==> src/sv/shp_pkg.sv <==
// Shared types, constants and configuration codes of the 3x3 sharpening filter.
package shp_pkg;

  localparam int MAX_WIDTH   = 1024;
  localparam int MAX_HEIGHT  = 4096;
  localparam int CHANNELS    = 3;
  localparam int CHAN_W      = 8;
  localparam int CENTRE_GAIN = 5;
  localparam int MIN_DIM     = 3;

  localparam int COL_W    = $clog2(MAX_WIDTH);
  localparam int ROW_W    = $clog2(MAX_HEIGHT);
  localparam int WIDTH_W  = COL_W + 1;
  localparam int HEIGHT_W = ROW_W + 1;
  localparam int SUM_W    = CHAN_W + 3;

  localparam int CFG_IDX_W  = 2;
  localparam int CFG_DATA_W = HEIGHT_W;

  typedef enum logic [CFG_IDX_W-1:0] {
    CFG_WIDTH  = 2'd0,
    CFG_HEIGHT = 2'd1
  } cfg_idx_e;

  typedef logic [CHAN_W-1:0] chan_t;
  typedef chan_t [CHANNELS-1:0] pix_t;

  typedef struct packed {
    pix_t centre;
    pix_t north;
    pix_t south;
    pix_t west;
    pix_t east;
  } taps_t;

  typedef struct packed {
    logic             interior;
    logic             border;
    logic [ROW_W-1:0] row;
    logic [COL_W-1:0] col;
  } pos_t;

endpackage

==> src/sv/shp_merge.sv <==
// Output stage: merges lane results and sends the interior and border results in order.
module shp_merge import shp_pkg::*; (
  input  logic             clk_i,
  input  logic             rst_ni,
  input  logic             load_i,
  input  pos_t             pos_i,
  input  pix_t             sharp_i,
  input  logic             out_stall_i,
  output logic             ready_o,
  output logic             out_valid_o,
  output logic [ROW_W-1:0] out_row_o,
  output logic [COL_W-1:0] out_col_o,
  output pix_t             out_pix_o,
  output logic             last_o
);

  logic             int_q, bord_q;
  logic [ROW_W-1:0] row_q;
  logic [COL_W-1:0] col_q;
  pix_t             val_q;
  logic             fire;

  assign out_valid_o = int_q || bord_q;
  assign fire        = out_valid_o && !out_stall_i;
  assign last_o      = !(int_q && bord_q);
  assign ready_o     = !out_valid_o || (fire && last_o);
  assign out_row_o   = int_q ? row_q - ROW_W'(1) : row_q;
  assign out_col_o   = int_q ? col_q - COL_W'(1) : col_q;
  assign out_pix_o   = int_q ? val_q : '0;

  always_ff @(posedge clk_i or negedge rst_ni) begin
    if (!rst_ni) begin
      int_q  <= 1'b0;
      bord_q <= 1'b0;
    end else if (load_i) begin
      int_q  <= pos_i.interior;
      bord_q <= pos_i.border;
    end else if (fire) begin
      if (int_q) begin
        int_q <= 1'b0;
      end else begin
        bord_q <= 1'b0;
      end
    end
  end

  always_ff @(posedge clk_i) begin
    if (load_i) begin
      row_q <= pos_i.row;
      col_q <= pos_i.col;
      val_q <= sharp_i;
    end
  end

  a_load_when_free: assert property (@(posedge clk_i) disable iff (!rst_ni)
    load_i |-> ready_o)
    else $error("request loaded while output stage busy");

  a_border_follows: assert property (@(posedge clk_i) disable iff (!rst_ni)
    out_valid_o && !last_o && !out_stall_i |=> out_valid_o && last_o && !int_q)
    else $error("border result missing after interior result");

  a_interior_pos: assert property (@(posedge clk_i) disable iff (!rst_ni)
    int_q |-> (row_q != '0) && (col_q != '0))
    else $error("interior result at row or column zero");

endmodule

==> config.mk <==
export PLATFORM = sky130hd
export DESIGN_NAME = shp_merge
export DESIGN_NICKNAME = d
export VERILOG_FILES = /design/src/sv/shp_pkg.sv /design/src/sv/shp_merge.sv
export SDC_FILE = /design/constraint.sdc
export NUM_CORES = 1
export LEC_CHECK = 0
export ABC_CLOCK_PERIOD_IN_PS = 1150
export BUFFER_PORTS_ARGS = -buffer_cell sky130_fd_sc_hd__buf_2
export CORE_UTILIZATION = 41
export CTS_CLUSTER_DIAMETER = 150
export DETAILED_ROUTE_END_ITERATION = 10
export MAX_ROUTING_LAYER = met4
export PLACE_DENSITY = 0.8
export SLEW_MARGIN = 10
export SYNTH_ARGS = -nofsm -noshare
export SYNTH_HDL_FRONTEND = slang
export SYNTH_SLANG_ARGS = --single-unit
==> constraint.sdc <==
create_clock -name clk_i -period 1.15 [get_ports clk_i]
set_input_delay 0.1725 -clock clk_i [delete_from_list [all_inputs] [get_ports clk_i]]
set_output_delay 0.1725 -clock clk_i [all_outputs]
set_load 0.05 [all_outputs]
==> key figures <==
Cells and area
  – Layout Nets: 347
  – Area of the multi-input gates: 1200 um^2
  – ANT cells: 0
  – Area Growth Syn to Fin: 104%
  – Post-Layout Cell Count: 361
  – Layout cells sized above 1: 78.2%
  – FF/Latch Area: 1430 um^2
  – Fillers: 214

Floorplan
  – Starting Density: 43.4%
  – I/O pin cnt: 101
  – Num rows: 25
  – Die X-Extent: 73.2 um
  – Core area: 4790 um^2
  – Die height: 73.2 um
  – Die area: 5350 um^2

Worst setup path
  – Worst R2R Path Depth: 6
  – Cell Chain, Critical Path: buf_6 -> nor4b_4 -> buf_4 -> nand3b_1 -> xnor2_4 -> buf_6
  – Reg2reg start: int_q
  – Critical path start-end classification: flop to output pin
  – Crit Path Max Fanout: 3
  – Crit. End Element: output pin
  – Buf/Inv on CP: 3
  – Worst R2R End: bord_q
  – CP most frequent cell: buf_6
  – Worst path required time: 0.98 ns
  – Crit path max-delay family: buffers and inverters
  – CP endpoint: out_row_o[7]
  – Slowest cell on crit path: edfxtp_1
  – Reg2Reg Setup Slack: -0.09 ns
  – WP data arrival: 1.84 ns
  – CP max stage delay: 0.41 ns
  – Stages on worst setup path: 6
  – Critical Path Start Type: flop
  – Worst setup path start: row_q[0]

Pwr
  – Int Pwr: 3.33 mW
  – Pwr Density: 1160 nW/um^2
  – VDD IR max: 1.09 mV
  – Switch share: 32.4%
  – Clk pwr share: 20.0%
  – Leak pwr: 1.83 nW
  – Part of the power in combinational logic: 36.2%
  – Switch Pwr: 1.60 mW
  – Reg power frac: 43.8%

STA
  – Final Setup Violations: 51
  – Setup TNS: -29.63 ns
  – RSZ-0062 raised after global routing: true
  – Crit path time final: 2.01 ns
  – Period utilization: 175%
  – Final Skew: 0.00421 ns
  – Final Max Slew Viols: 0
  – Setup WS post-layout: -0.864 ns
  – Rel. slew slack: 77.3%
  – F_max: 497 MHz
  – Worst Tran Pin Value: 0.338 ns
  – Post-Route Hold Slack: 0.0401 ns
  – Final hold vios: 0

Clock network
  – Clk slew on worst S/H paths: 0.09 ns
  – TritonCTS clock tree: done
  – Worst skew pair latency: 0.30 ns
  – Htree depth: 2
  – Root buf cell: clkbuf_8
  – CTS Buf Count: 5
  – Longest Clk Path Bufs: 2
  – CTS sink cnt: 48

Synth
  – Post-synth net total: 195
  – EDFF count, synth: 46
  – Yosys reg bits: 48
  – Asr flop ratio synth: 4.17%
  – Distinct cells, synth: 28
  – Most area-hungry cell type in the Yosys netlist: edfxtp_1
  – Syn Inst Count: 141
  – Cell Area, Synth: 2080 um^2
  – Top cells by count, synth: edfxtp_1, and2_1, xnor2_1, nand2_1, xor2_1
  – Synth Flop Type: edfxtp_1
  – Ranking of synthesized cells by area: edfxtp_1, and2_1, xnor2_1, xor2_1, dfrtp_1
  – Syn_area_per_cell: 14.7 um^2
  – Synth Warn #: 0
  – Most common cell in the netlist: edfxtp_1
  – Synth top area share: 66.5%
  – Register area share after synthesis: 69.0%

Global routing
  – Overflow after GRT: 0
  – Vias in the first global route: 1827
  – Largest net degree at the start of global routing: 50
  – First-pass GRT wire length: 8.83 mm
  – Met1 Usage GRT: 25.3%
  – Total GRT Usage: 23.9%
  – Met2 GRT Util: 42.0%
  – Grt peak-use layer: met2
  – Met3 Track Usage GR: 7.32%
  – Initial antenna violation count: 0

Placement
  – Placed Cells: 334
  – Routability cong.: 0.717
  – Number of I/O port buffers: 100
  – HPWL reported at the end of detailed placement: 3.38 mm

Routing
  – Residual DRC: 0
  – Post-DR wirelength/cell: 16.9 um
  – Antenna-violating nets left: 0
  – Vias per cell: 4.76
  – WL final: 6.10 mm
  – Drt pass-1 iters: 4
  – 1st-iter DRT viols: 62
  – Vias: 1720

Outcome
  – Failing checks: setup timing
  – Status: complete, but fails checks

Job
  – # Max-Cap Violations: 0

Worst hold path
  – Worst hold path type: primary input to flop
flip-flops by register name (all words and copies together), names as in the netlist:
register and cells:
bord_q 1, int_q 1, row_q 12, val_q 24
col_q 10
power groups by stage:
stage	sequential, mW	clock (mW)	combinational, mW
after floorplan	2.23	0	0.830
after global placement	2.18	0	1.24
after detailed placement	2.19	0	1.26
after CTS	2.15	0.997	1.70
after global routing	2.17	1.05	1.86
final	2.16	0.986	1.78
repair_timing:
| action | 4_1_cts | 5_1_grt |
|---|---|---|
| pin swaps | 26 | 11 |
| setup buffers | 11 | 8 |
| gates cloned | 3 | 0 |
| endpoints found under the setup margin | 50 | 51 |
| hold buffers | 1 | 0 |
| resized for setup | 170 | 16 |
| endpoints found under the hold margin | 2 | 0 |
stage by stage:
stage                     instance area [um^2]  worst slack [ns]  util [%]  power, mW
after floorplan                           2530            -0.549         -       3.06
after global placement                    3310            -0.556      69.2       3.42
after detailed placement                  3310            -0.612      69.2       3.45
after CTS                                 4130            -0.840      86.2       4.85
after global routing                      4240            -0.980      88.6       5.08
final                                     4240            -0.864      88.6       4.93
final cells by class:
| type | count | area share, % |
|---|---|---|
| sequential | 48 | 33.8 |
| timing repair buffer | 149 | 33.5 |
| multi-input combinational | 85 | 28.3 |
| tap | 67 | 1.98 |
| clock buffer | 5 | 1.62 |
| clock inverter | 3 | 0.443 |
| inverter | 4 | 0.354 |
cells in the final DEF (no fill, tap or decap), types with 2 or more instances in the layout:
master and instances:
buf_12 4, buf_6 40, nand3_4 2, mux2i_4 2, xnor2_4 13, o21ai_2 3, inv_2 3, clkbuf_8 5
and2_4 24, nand4b_1 3, buf_4 28, clkinvlp_4 2, edfxtp_1 46, buf_8 22, ha_4 2, nor3b_4 2
nand2_1 2, nor2_1 3, xor2_2 2, buf_16 3, xor2_4 4, nand2_4 6, nor3_4 3, buf_2 51
how the worst min path moves through the flow:
stage | start | end | slack [ns] | cells after the start
after global routing | pos_i[19] | row_q[9] | 0.02 | 1
after CTS | pos_i[11] | row_q[1] | 0.03 | 1
after detailed placement | rst_ni | bord_q | -0.04 | 1
after floorplan | rst_ni | bord_q | -0.12 | 0
final | pos_i[11] | row_q[1] | 0.04 | 1
after global placement | rst_ni | int_q | -0.04 | 1
cell families after synthesis:
logic type               Yosys count  synth area share (%)
AND/OR/NAND/NOR                   56                  17.5
flip-flops                        48                  69.0
XOR/XNOR                          20                  8.44
buffers and inverters              8                  1.57
AO/OA/AOI/OAI                      5                  1.33
multiplexers                       2                 0.964
adder cells (fa/ha/maj)            2                  1.21
routing by layer:
| metal | up-vias | routed length, um |
|---|---|---|
| li1 | 798 | - |
| met1 | 828 | 2120 |
| met2 | 81 | 3400 |
| met3 | 13 | 427 |
| met4 | 0 | 144 |
| met5 | - | 0 |
No activity file was read; power rests on OpenSTA's default activity.
