`src/sv/shp_pkg.sv`:
```
// Shared types, constants and configuration codes of the 3x3 sharpening filter.
package shp_pkg;

  localparam int MAX_WIDTH   = 1024;
  localparam int MAX_HEIGHT  = 4096;
  localparam int CHANNELS    = 3;
  localparam int CHAN_W      = 8;
  localparam int CENTRE_GAIN = 5;
  localparam int MIN_DIM     = 3;

  localparam int COL_W    = $clog2(MAX_WIDTH);
  localparam int ROW_W    = $clog2(MAX_HEIGHT);
  localparam int WIDTH_W  = COL_W + 1;
  localparam int HEIGHT_W = ROW_W + 1;
  localparam int SUM_W    = CHAN_W + 3;

  localparam int CFG_IDX_W  = 2;
  localparam int CFG_DATA_W = HEIGHT_W;

  typedef enum logic [CFG_IDX_W-1:0] {
    CFG_WIDTH  = 2'd0,
    CFG_HEIGHT = 2'd1
  } cfg_idx_e;

  typedef logic [CHAN_W-1:0] chan_t;
  typedef chan_t [CHANNELS-1:0] pix_t;

  typedef struct packed {
    pix_t centre;
    pix_t north;
    pix_t south;
    pix_t west;
    pix_t east;
  } taps_t;

  typedef struct packed {
    logic             interior;
    logic             border;
    logic [ROW_W-1:0] row;
    logic [COL_W-1:0] col;
  } pos_t;

endpackage

```
`src/sv/shp_lane.sv`:
```
// One channel lane: 5*centre minus four neighbours, clamped to the sample range.
module shp_lane import shp_pkg::*; (
  input  chan_t centre_i,
  input  chan_t north_i,
  input  chan_t south_i,
  input  chan_t west_i,
  input  chan_t east_i,
  output chan_t sharp_o
);

  localparam logic [SUM_W-1:0] SAT_MAX = SUM_W'((1 << CHAN_W) - 1);

  logic [SUM_W-1:0] gain_sum;
  logic [SUM_W-1:0] neigh_sum;
  logic [SUM_W-1:0] diff;

  always_comb begin
    gain_sum  = SUM_W'(centre_i) * SUM_W'(CENTRE_GAIN);
    neigh_sum = SUM_W'(north_i) + SUM_W'(south_i) + SUM_W'(west_i) + SUM_W'(east_i);
    diff      = gain_sum - neigh_sum;
    if (gain_sum < neigh_sum) begin
      sharp_o = '0;
    end else if (diff > SAT_MAX) begin
      sharp_o = '1;
    end else begin
      sharp_o = diff[CHAN_W-1:0];
    end
  end

endmodule

```
`config.mk`:
```
export PLATFORM = sky130hd
export DESIGN_NAME = shp_lane
export DESIGN_NICKNAME = d
export VERILOG_FILES = /design/src/sv/shp_pkg.sv /design/src/sv/shp_lane.sv
export SDC_FILE = /design/constraint.sdc
export NUM_CORES = 1
export LEC_CHECK = 0
export BUFFER_PORTS_ARGS = -buffer_cell sky130_fd_sc_hd__buf_4
export CORE_MARGIN = 2
export CORE_UTILIZATION = 30
export DETAILED_ROUTE_END_ITERATION = 10
export PLACE_DENSITY = 0.61
export SLEW_MARGIN = 20
export SYNTH_ARGS = -nofsm -noshare
export SYNTH_HDL_FRONTEND = slang
export SYNTH_SLANG_ARGS = --single-unit
```
`constraint.sdc`:
```
create_clock -name vclk -period 4.8
set_input_delay 0.24 -clock vclk [all_inputs]
set_output_delay 0.24 -clock vclk [all_outputs]
set_load 0.01 [all_outputs]
```
==> results of run 1 <==
[synth_stat cells, drive strengths merged]
| cell | n |
|---|---|
| nor2 | 10 |
| a21boi | 2 |
| a311oi | 1 |
| o21bai | 1 |
| buf | 2 |
| o311ai | 1 |
| a41oi | 1 |
| xor2 | 9 |
| nor2b | 2 |
| a31oi | 8 |
| inv | 50 |
| fa | 18 |
| nand4 | 3 |
| nand2 | 10 |
| nand2b | 4 |
| o21ai | 6 |
| a211o | 1 |
| nor3 | 4 |
| o41ai | 1 |
| a21o | 5 |
| xnor2 | 7 |
| a21oi | 15 |
| o21a | 2 |
| nor3b | 1 |
| ha | 32 |
| nand3 | 9 |
| a211oi | 3 |
[tightest hold or removal path, stage by stage]
cell and delay (ps):
buf_4 110, inv_1 50, ha_1 120, a31oi_1 70, buf_4 140
[routing by layer]
metal | up-vias | share of wire, % | track usage [%]
li1 | 799 | - | -
met1 | 743 | 44 | 14.1
met2 | 30 | 51 | 20.7
met3 | 6 | 3.3 | 0.455
met4 | 0 | 1.5 | 2.24
met5 | - | 0 | 0
[per-stage QoR]
stage	area [µm²]	setup WS (ps)	power [mW]
finish	2220	214	1.30
global route	2220	-4.09	1.45
CTS	2180	11.5	1.29
floorplan	1700	415	0.903
global placement	2180	117	1.27
detailed placement	2180	5.90	1.28
[how the worst max path moves through the flow]
stage,depth (start not counted),startpoint,endpoint
2_1_floorplan,18,north_i[1],sharp_o[2]
3_3_place_gp,21,north_i[1],sharp_o[7]
3_5_place_dp,21,north_i[1],sharp_o[2]
4_1_cts,21,north_i[1],sharp_o[7]
5_1_grt,21,north_i[2],sharp_o[7]
6_report,21,north_i[1],sharp_o[7]
[report_power, final]
group | internal [mW] | switching [mW] | total [mW]
clock | 0 | 0 | 0
combinational | 0.592 | 0.711 | 1.30
sequential | 0 | 0 | 0
[area by class of cell]
| cell class | count | area [µm²] |
|---|---|---|
| timing repair buffer | 55 | 413 |
| fill | 581 | 3290 |
| multi-input combinational | 156 | 1530 |
| inverter | 50 | 188 |
| tap | 72 | 90.1 |
[logic make-up after synthesis]
group	Yosys count	share of synthesized area, %
xor+xnor	16	8.23
compound gates	47	21.7
fa+ha+maj	50	44.7
simple gates	43	13.1
buf+inv	52	12.3
==> flow_summary.json, run 1 <==
{
  "yosysSeqAreaShare_pct": 0,
  "clock_buffers": 0,
  "crit_family": "adder cells",
  "ys.warnings.count": 0,
  "route.vias.total": 1578,
  "place.gp.congestion": 0.817,
  "cp.arrival_ps": 4350,
  "maxCapViolations": 0,
  "synthDistinctLibCells": 35,
  "die_h_um": 79.3,
  "drive_gt1_share_pct": 28.0,
  "critical-path-slowest-cell": "fa_1",
  "track_usage_pct": 11.1,
  "worst_pin_slew_ps": 582,
  "drc": 0,
  "ir_drop_uv": 298,
  "endpoint_kind": "primary output",
  "area_delta_synth_final_pct": 30.1,
  "rows": 27,
  "crit_chain": "buf_4, inv_1, fa_1, inv_1, fa_1, ha_2, fa_2, a21o_1, a21oi_2, o21bai_1, a21oi_2, nor2_1, a211oi_2, ha_1, a21oi_1, o21ai_1, o21a_2, a311oi_4, buf_4, a31oi_1, buf_4",
  "post_cts_buffers": 0,
  "slowest_delay_ps": 530,
  "crit_required_ps": 4560,
  "tns_ps": 0,
  "clock.fmax_mhz": 218,
  "setup_viol": 0,
  "mostFrequentLayoutCell": "buf_4",
  "holdPathEnd": "sharp_o[0]",
  "yosysTopAreaCell": "ha_1",
  "hpwl_um": 3190,
  "slew_headroom_pct": 60.7,
  "dr.pass1.iters": 4,
  "antenna_found_initial": 0,
  "p_leak_nw": 1.17,
  "powerDensity_mw_per_mm2": 588,
  "finalHoldWorstSlack_ps": 970,
  "fin_util_pct": 40.2,
  "cts_resized": 0,
  "nNetsFinal": 353,
  "placed_cells": 333,
  "whs_path_depth": 5,
  "crit_type": "in2out",
  "syn-num-nets": 298,
  "num_io_pins": 48,
  "seqCellArea_um2": 0,
  "hold_violations": 0,
  "fin_cells": 333,
  "wl_um": 3550,
  "grt_pass1_wl_um": 5910,
  "avgRoutedWirePerCell_um": 10.7,
  "crit_fanout": 4,
  "netlist_instances": 208,
  "core_area_mm2": 0.00551,
  "design.seq.count": 0,
  "grt_max_degree": 9,
  "hold_path.class": "in2out",
  "worstSetupStartpointType": "input pin",
  "die_area_mm2": 0.00629,
  "netlist_area_mm2": 0.00170,
  "period_share_pct": 95.5,
  "synthTopCellsByArea": "ha_1 (24%), fa_1 (21%), inv_1 (11%), xor2_1 (4.6%), xnor2_1 (3.6%)",
  "start_util_pct": 30.9,
  "synth_top_area_share_pct": 23.5,
  "final_cell_mix": "buf_4 (55), inv_1 (50), ha_1 (31)",
  "min_period_ps": 4590,
  "path_buf_inv": 5,
  "insertedDiodeCount": 0,
  "chipWidth_um": 79.3,
  "cts_hold_buf": 0,
  "portBuffers": 48,
  "grt-ovfl-total": 0,
  "ant_nets": 0,
  "grt_pass1_vias": 1486,
  "slew_violations": 0,
  "crit_top_cell": "buf_4",
  "avgSynthCellArea_um2": 8.19,
  "holdCritStartpoint": "centre_i[0]",
  "status": "finished, final reports clean",
  "drtIter0Drc": 34,
  "via_per_inst": 4.74
}
No activity file was read; power rests on OpenSTA's default activity.
==> inputs of run 2 (changes only) <==
--- a/config.mk
+++ b/config.mk
@@ -9,7 +9,7 @@
 export CORE_MARGIN = 2
 export CORE_UTILIZATION = 30
 export DETAILED_ROUTE_END_ITERATION = 10
-export PLACE_DENSITY = 0.61
+export PLACE_DENSITY_LB_ADDON = 0.25
 export SLEW_MARGIN = 20
 export SYNTH_ARGS = -nofsm -noshare
 export SYNTH_HDL_FRONTEND = slang
==> flow_summary.json, run 2 (same netlist as run 1, synthesis figures left out) <==
{
  "status": "finished, final reports clean",
  "num_io_pins": 48,
  "p_comb_share_pct": 100.0,
  "post_dp_cell_area_mm2": 0.00218,
  "crit_fanout": 8,
  "insertedDiodeCount": 0,
  "drtIter0Drc": 20,
  "track_usage_pct": 11.0,
  "power_frac_seq_pct": 0,
  "hold_violations": 0,
  "core_area_mm2": 0.00551,
  "powerDensity_mw_per_mm2": 583,
  "hpwl_um": 3140,
  "route.vias.total": 1532,
  "worst_pin_slew_ps": 423,
  "avgRoutedWirePerCell_um": 10.4,
  "endpoint_kind": "primary output",
  "setup_viol": 0,
  "internal_power_mw": 0.589,
  "nNetsFinal": 352,
  "hold_path.class": "in2out",
  "final_cell_mix": "buf_4 (53), inv_1 (50), ha_1 (30)",
  "clock_buffers": 0,
  "drive_gt1_share_pct": 28.5,
  "switchingPower_mw": 0.703,
  "crit_required_ps": 4560,
  "drc": 0,
  "crit_type": "in2out",
  "maxCapViolations": 0,
  "place.gp.congestion": 0.826,
  "die_area_mm2": 0.00629,
  "via_per_inst": 4.61,
  "chipWidth_um": 79.3,
  "pwr-share-clk_pct": 0,
  "cts_hold_buf": 0,
  "wl_um": 3460,
  "fill_cells": 586,
  "slew_headroom_pct": 71.4,
  "antenna_found_initial": 0,
  "cp.arrival_ps": 4270,
  "design.seq.count": 0,
  "period_share_pct": 94.0,
  "dr.pass1.iters": 4,
  "grt_max_degree": 9,
  "grt_pass1_wl_um": 5870,
  "grt_pass1_vias": 1433,
  "p_leak_nw": 1.16,
  "timing.final.ws_setup_ps": 287,
  "start_util_pct": 30.9,
  "ant_nets": 0,
  "fin_util_pct": 40.3,
  "rows": 27,
  "clock.fmax_mhz": 222,
  "dpl_worst_slack_ps": 73.5,
  "grt-ovfl-total": 0,
  "power.total_mw": 1.29,
  "area_delta_synth_final_pct": 30.3,
  "slew_violations": 0,
  "ir_drop_uv": 252,
  "mostFrequentLayoutCell": "buf_4",
  "min_period_ps": 4510,
  "worstSetupStartpointType": "input pin",
  "portBuffers": 48,
  "holdCritStartpoint": "centre_i[0]",
  "stdcell_area_mm2": 0.00222,
  "seqCellArea_um2": 0,
  "die_h_um": 79.3,
  "p_sw_share_pct": 54.4,
  "crit_start": "north_i[1]"
}
## run 2: what timing repair did
action                                  4_1_cts  5_1_grt
endpoints found under the setup margin        0        8
endpoints found under the hold margin         0        0
resized for setup                             0       10
buffers inserted                              0        0
## run 2: area by class of cell
class / instances / area (µm²) / share of cell area (%)
Multi-Input combinational cell: 156 / 1530 / 69.0
Tap cell: 72 / 90.1 / 4.06
Inverter: 50 / 188 / 8.46
Timing Repair Buffer: 54 / 409 / 18.4
## run 2: metrics by stage
stage | TNS, ps | hold slack, ps | std cells
2_1_floorplan | 0 | 739 | 208
3_3_place_gp | 0 | 960 | 332
3_5_place_dp | 0 | 982 | 332
4_1_cts | 0 | 978 | 332
5_1_grt | -0.440 | 1020 | 332
6_report | 0 | 980 | 332
## run 2: power by group through the flow
stage	registers [mW]	logic, mW	clock network, mW
after floorplan	0	0.903	0
after global placement	0	1.26	0
after detailed placement	0	1.26	0
after CTS	0	1.27	0
after global routing	0	1.44	0
final	0	1.29	0
## run 2: worst max-delay path: stages
cell      delay [ps]
buf_4             80
inv_1             40
fa_1             530
inv_1             50
fa_1             450
ha_2             210
fa_2             350
a21o_1           170
a21oi_2          150
o21bai_1          90
a21oi_2          190
nor2_1            80
a211oi_2         200
ha_1             290
a21oi_1          130
o21ai_1          100
o21a_2           230
a311oi_4         260
buf_6            170
a31oi_1           90
buf_4            160
## run 2: final timing paths
kind | end | slack (ps) | depth (start not counted)
hold / removal | sharp_o[0] | 980 | 5
setup / recovery | sharp_o[7] | 290 | 21
## run 2: layer usage
metal  up-vias  track usage (%)  wire, µm
met1       710             14.5      1520
met2        23             21.1      1830
met5         -                0         0
met3         2            0.114        97
li1        797                -         -
met4         0            0.517        17
==> inputs of run 3 (changes only) <==
--- a/config.mk
+++ b/config.mk
@@ -6,6 +6,9 @@
 export NUM_CORES = 1
 export LEC_CHECK = 0
 export BUFFER_PORTS_ARGS = -buffer_cell sky130_fd_sc_hd__buf_4
+export CAP_MARGIN = 20
+export CELL_PAD_IN_SITES_DETAIL_PLACEMENT = 0
+export CELL_PAD_IN_SITES_GLOBAL_PLACEMENT = 1
 export CORE_MARGIN = 2
 export CORE_UTILIZATION = 30
 export DETAILED_ROUTE_END_ITERATION = 10
==> flow_summary.json, run 3 (same netlist as run 1, synthesis figures left out) <==
{
  "status": "finished, final reports clean",
  "ir_drop_uv": 269,
  "pwr-share-clk_pct": 0,
  "hpwl_um": 3080,
  "internal_power_mw": 0.585,
  "crit_fanout": 8,
  "p_sw_share_pct": 54.4,
  "route.vias.total": 1504,
  "hold_violations": 0,
  "num_io_pins": 48,
  "place.gp.congestion": 0.734,
  "drc": 0,
  "hold_path.class": "in2out",
  "seqCellArea_um2": 0,
  "grt-ovfl-total": 0,
  "drive_gt1_share_pct": 27.7,
  "endpoint_kind": "primary output",
  "cts_hold_buf": 0,
  "timing.final.ws_setup_ps": 250,
  "start_util_pct": 30.9,
  "min_period_ps": 4550,
  "wl_um": 3400,
  "p_leak_nw": 1.16,
  "die_area_mm2": 0.00629,
  "clock_buffers": 0,
  "cp.arrival_ps": 4310,
  "die_h_um": 79.3,
  "portBuffers": 48,
  "insertedDiodeCount": 0,
  "period_share_pct": 94.8,
  "worst_pin_slew_ps": 417,
  "maxCapViolations": 0,
  "whs_path_depth": 5,
  "holdPathEnd": "sharp_o[0]",
  "crit_type": "in2out",
  "fin_util_pct": 40.1,
  "via_per_inst": 4.53,
  "core_area_mm2": 0.00551,
  "worstSetupStartpointType": "input pin",
  "slew_violations": 0,
  "design.seq.count": 0,
  "ant_nets": 0,
  "multi_input_area_mm2": 0.00152,
  "rows": 27,
  "chipWidth_um": 79.3,
  "nNetsFinal": 352,
  "dr.pass1.iters": 4,
  "antenna_found_initial": 0,
  "setup_viol": 0,
  "power_frac_seq_pct": 0,
  "drtIter0Drc": 22,
  "grt_max_degree": 9,
  "finalHoldWorstSlack_ps": 966,
  "clock.fmax_mhz": 220,
  "grt_pass1_vias": 1415,
  "mostFrequentLayoutCell": "buf_4",
  "final_cell_mix": "buf_4 (53), inv_1 (50), ha_1 (31)",
  "powerDensity_mw_per_mm2": 581,
  "grt_pass1_wl_um": 5890,
  "switchingPower_mw": 0.697,
  "tns_ps": 0,
  "holdCritStartpoint": "centre_i[0]",
  "fill_cells": 573,
  "dpl_worst_slack_ps": 56.5,
  "avgRoutedWirePerCell_um": 10.2,
  "p_comb_share_pct": 100.0,
  "area_delta_synth_final_pct": 29.7,
  "crit_required_ps": 4560,
  "slew_headroom_pct": 71.9,
  "track_usage_pct": 11.1
}
==> run 3: metrics by stage <==
step / power [mW] / instances / instance area (µm²)
floorplan: 0.903 / 208 / 1700
global placement: 1.27 / 332 / 2180
detailed placement: 1.26 / 332 / 2180
CTS: 1.27 / 332 / 2180
global route: 1.45 / 332 / 2210
finish: 1.28 / 332 / 2210
==> run 3: how the worst max path moves through the flow <==
stage | start | to | slack [ps] | cells after the start
after detailed placement | north_i[1] | sharp_o[7] | 60 | 21
after CTS | north_i[1] | sharp_o[7] | 50 | 21
after global routing | north_i[2] | sharp_o[7] | -2 | 21
after floorplan | north_i[1] | sharp_o[2] | 420 | 18
final | north_i[1] | sharp_o[7] | 250 | 20
after global placement | north_i[1] | sharp_o[7] | 110 | 21
==> run 3: what timing repair did <==
| item | CTS | global route |
|---|---|---|
| resized for setup | 0 | 8 |
| setup buffers | 0 | 0 |
| endpoints found under the setup margin | 0 | 8 |
| hold endpoints to repair | 0 | 0 |
==> run 3: final cells by class <==
type,instances,area share (%)
inverters,50,8.50
multi-input cells,156,68.9
well taps,72,4.08
repair buffers,54,18.5
==> run 3: per-layer routing <==
metal	GRT usage, %	part of all wire [%]	vias to the layer above
li1	-	-	799
met1	15.4	46	679
met2	20.3	50	26
met3	0.341	4.2	0
met4	0	0	0
met5	0	0	-
==> run 3: power by group through the flow <==
stage	Sequential [mW]	Combinational (mW)	Clock (mW)
2_1_floorplan	0	0.903	0
3_3_place_gp	0	1.27	0
3_5_place_dp	0	1.26	0
4_1_cts	0	1.27	0
5_1_grt	0	1.45	0
6_report	0	1.28	0
==> run 3: critical path: stages <==
cell and delay [ps]:
buf_4 80, inv_1 40, fa_1 530, inv_1 50
fa_1 450, ha_1 250, fa_2 360, a21o_1 170
a21oi_2 150, o21bai_1 90, a21oi_2 160, xor2_1 220
ha_1 300, a21oi_4 180, o21ai_1 120, o21a_2 240
a311oi_4 260, buf_6 170, a31oi_1 90, buf_4 160
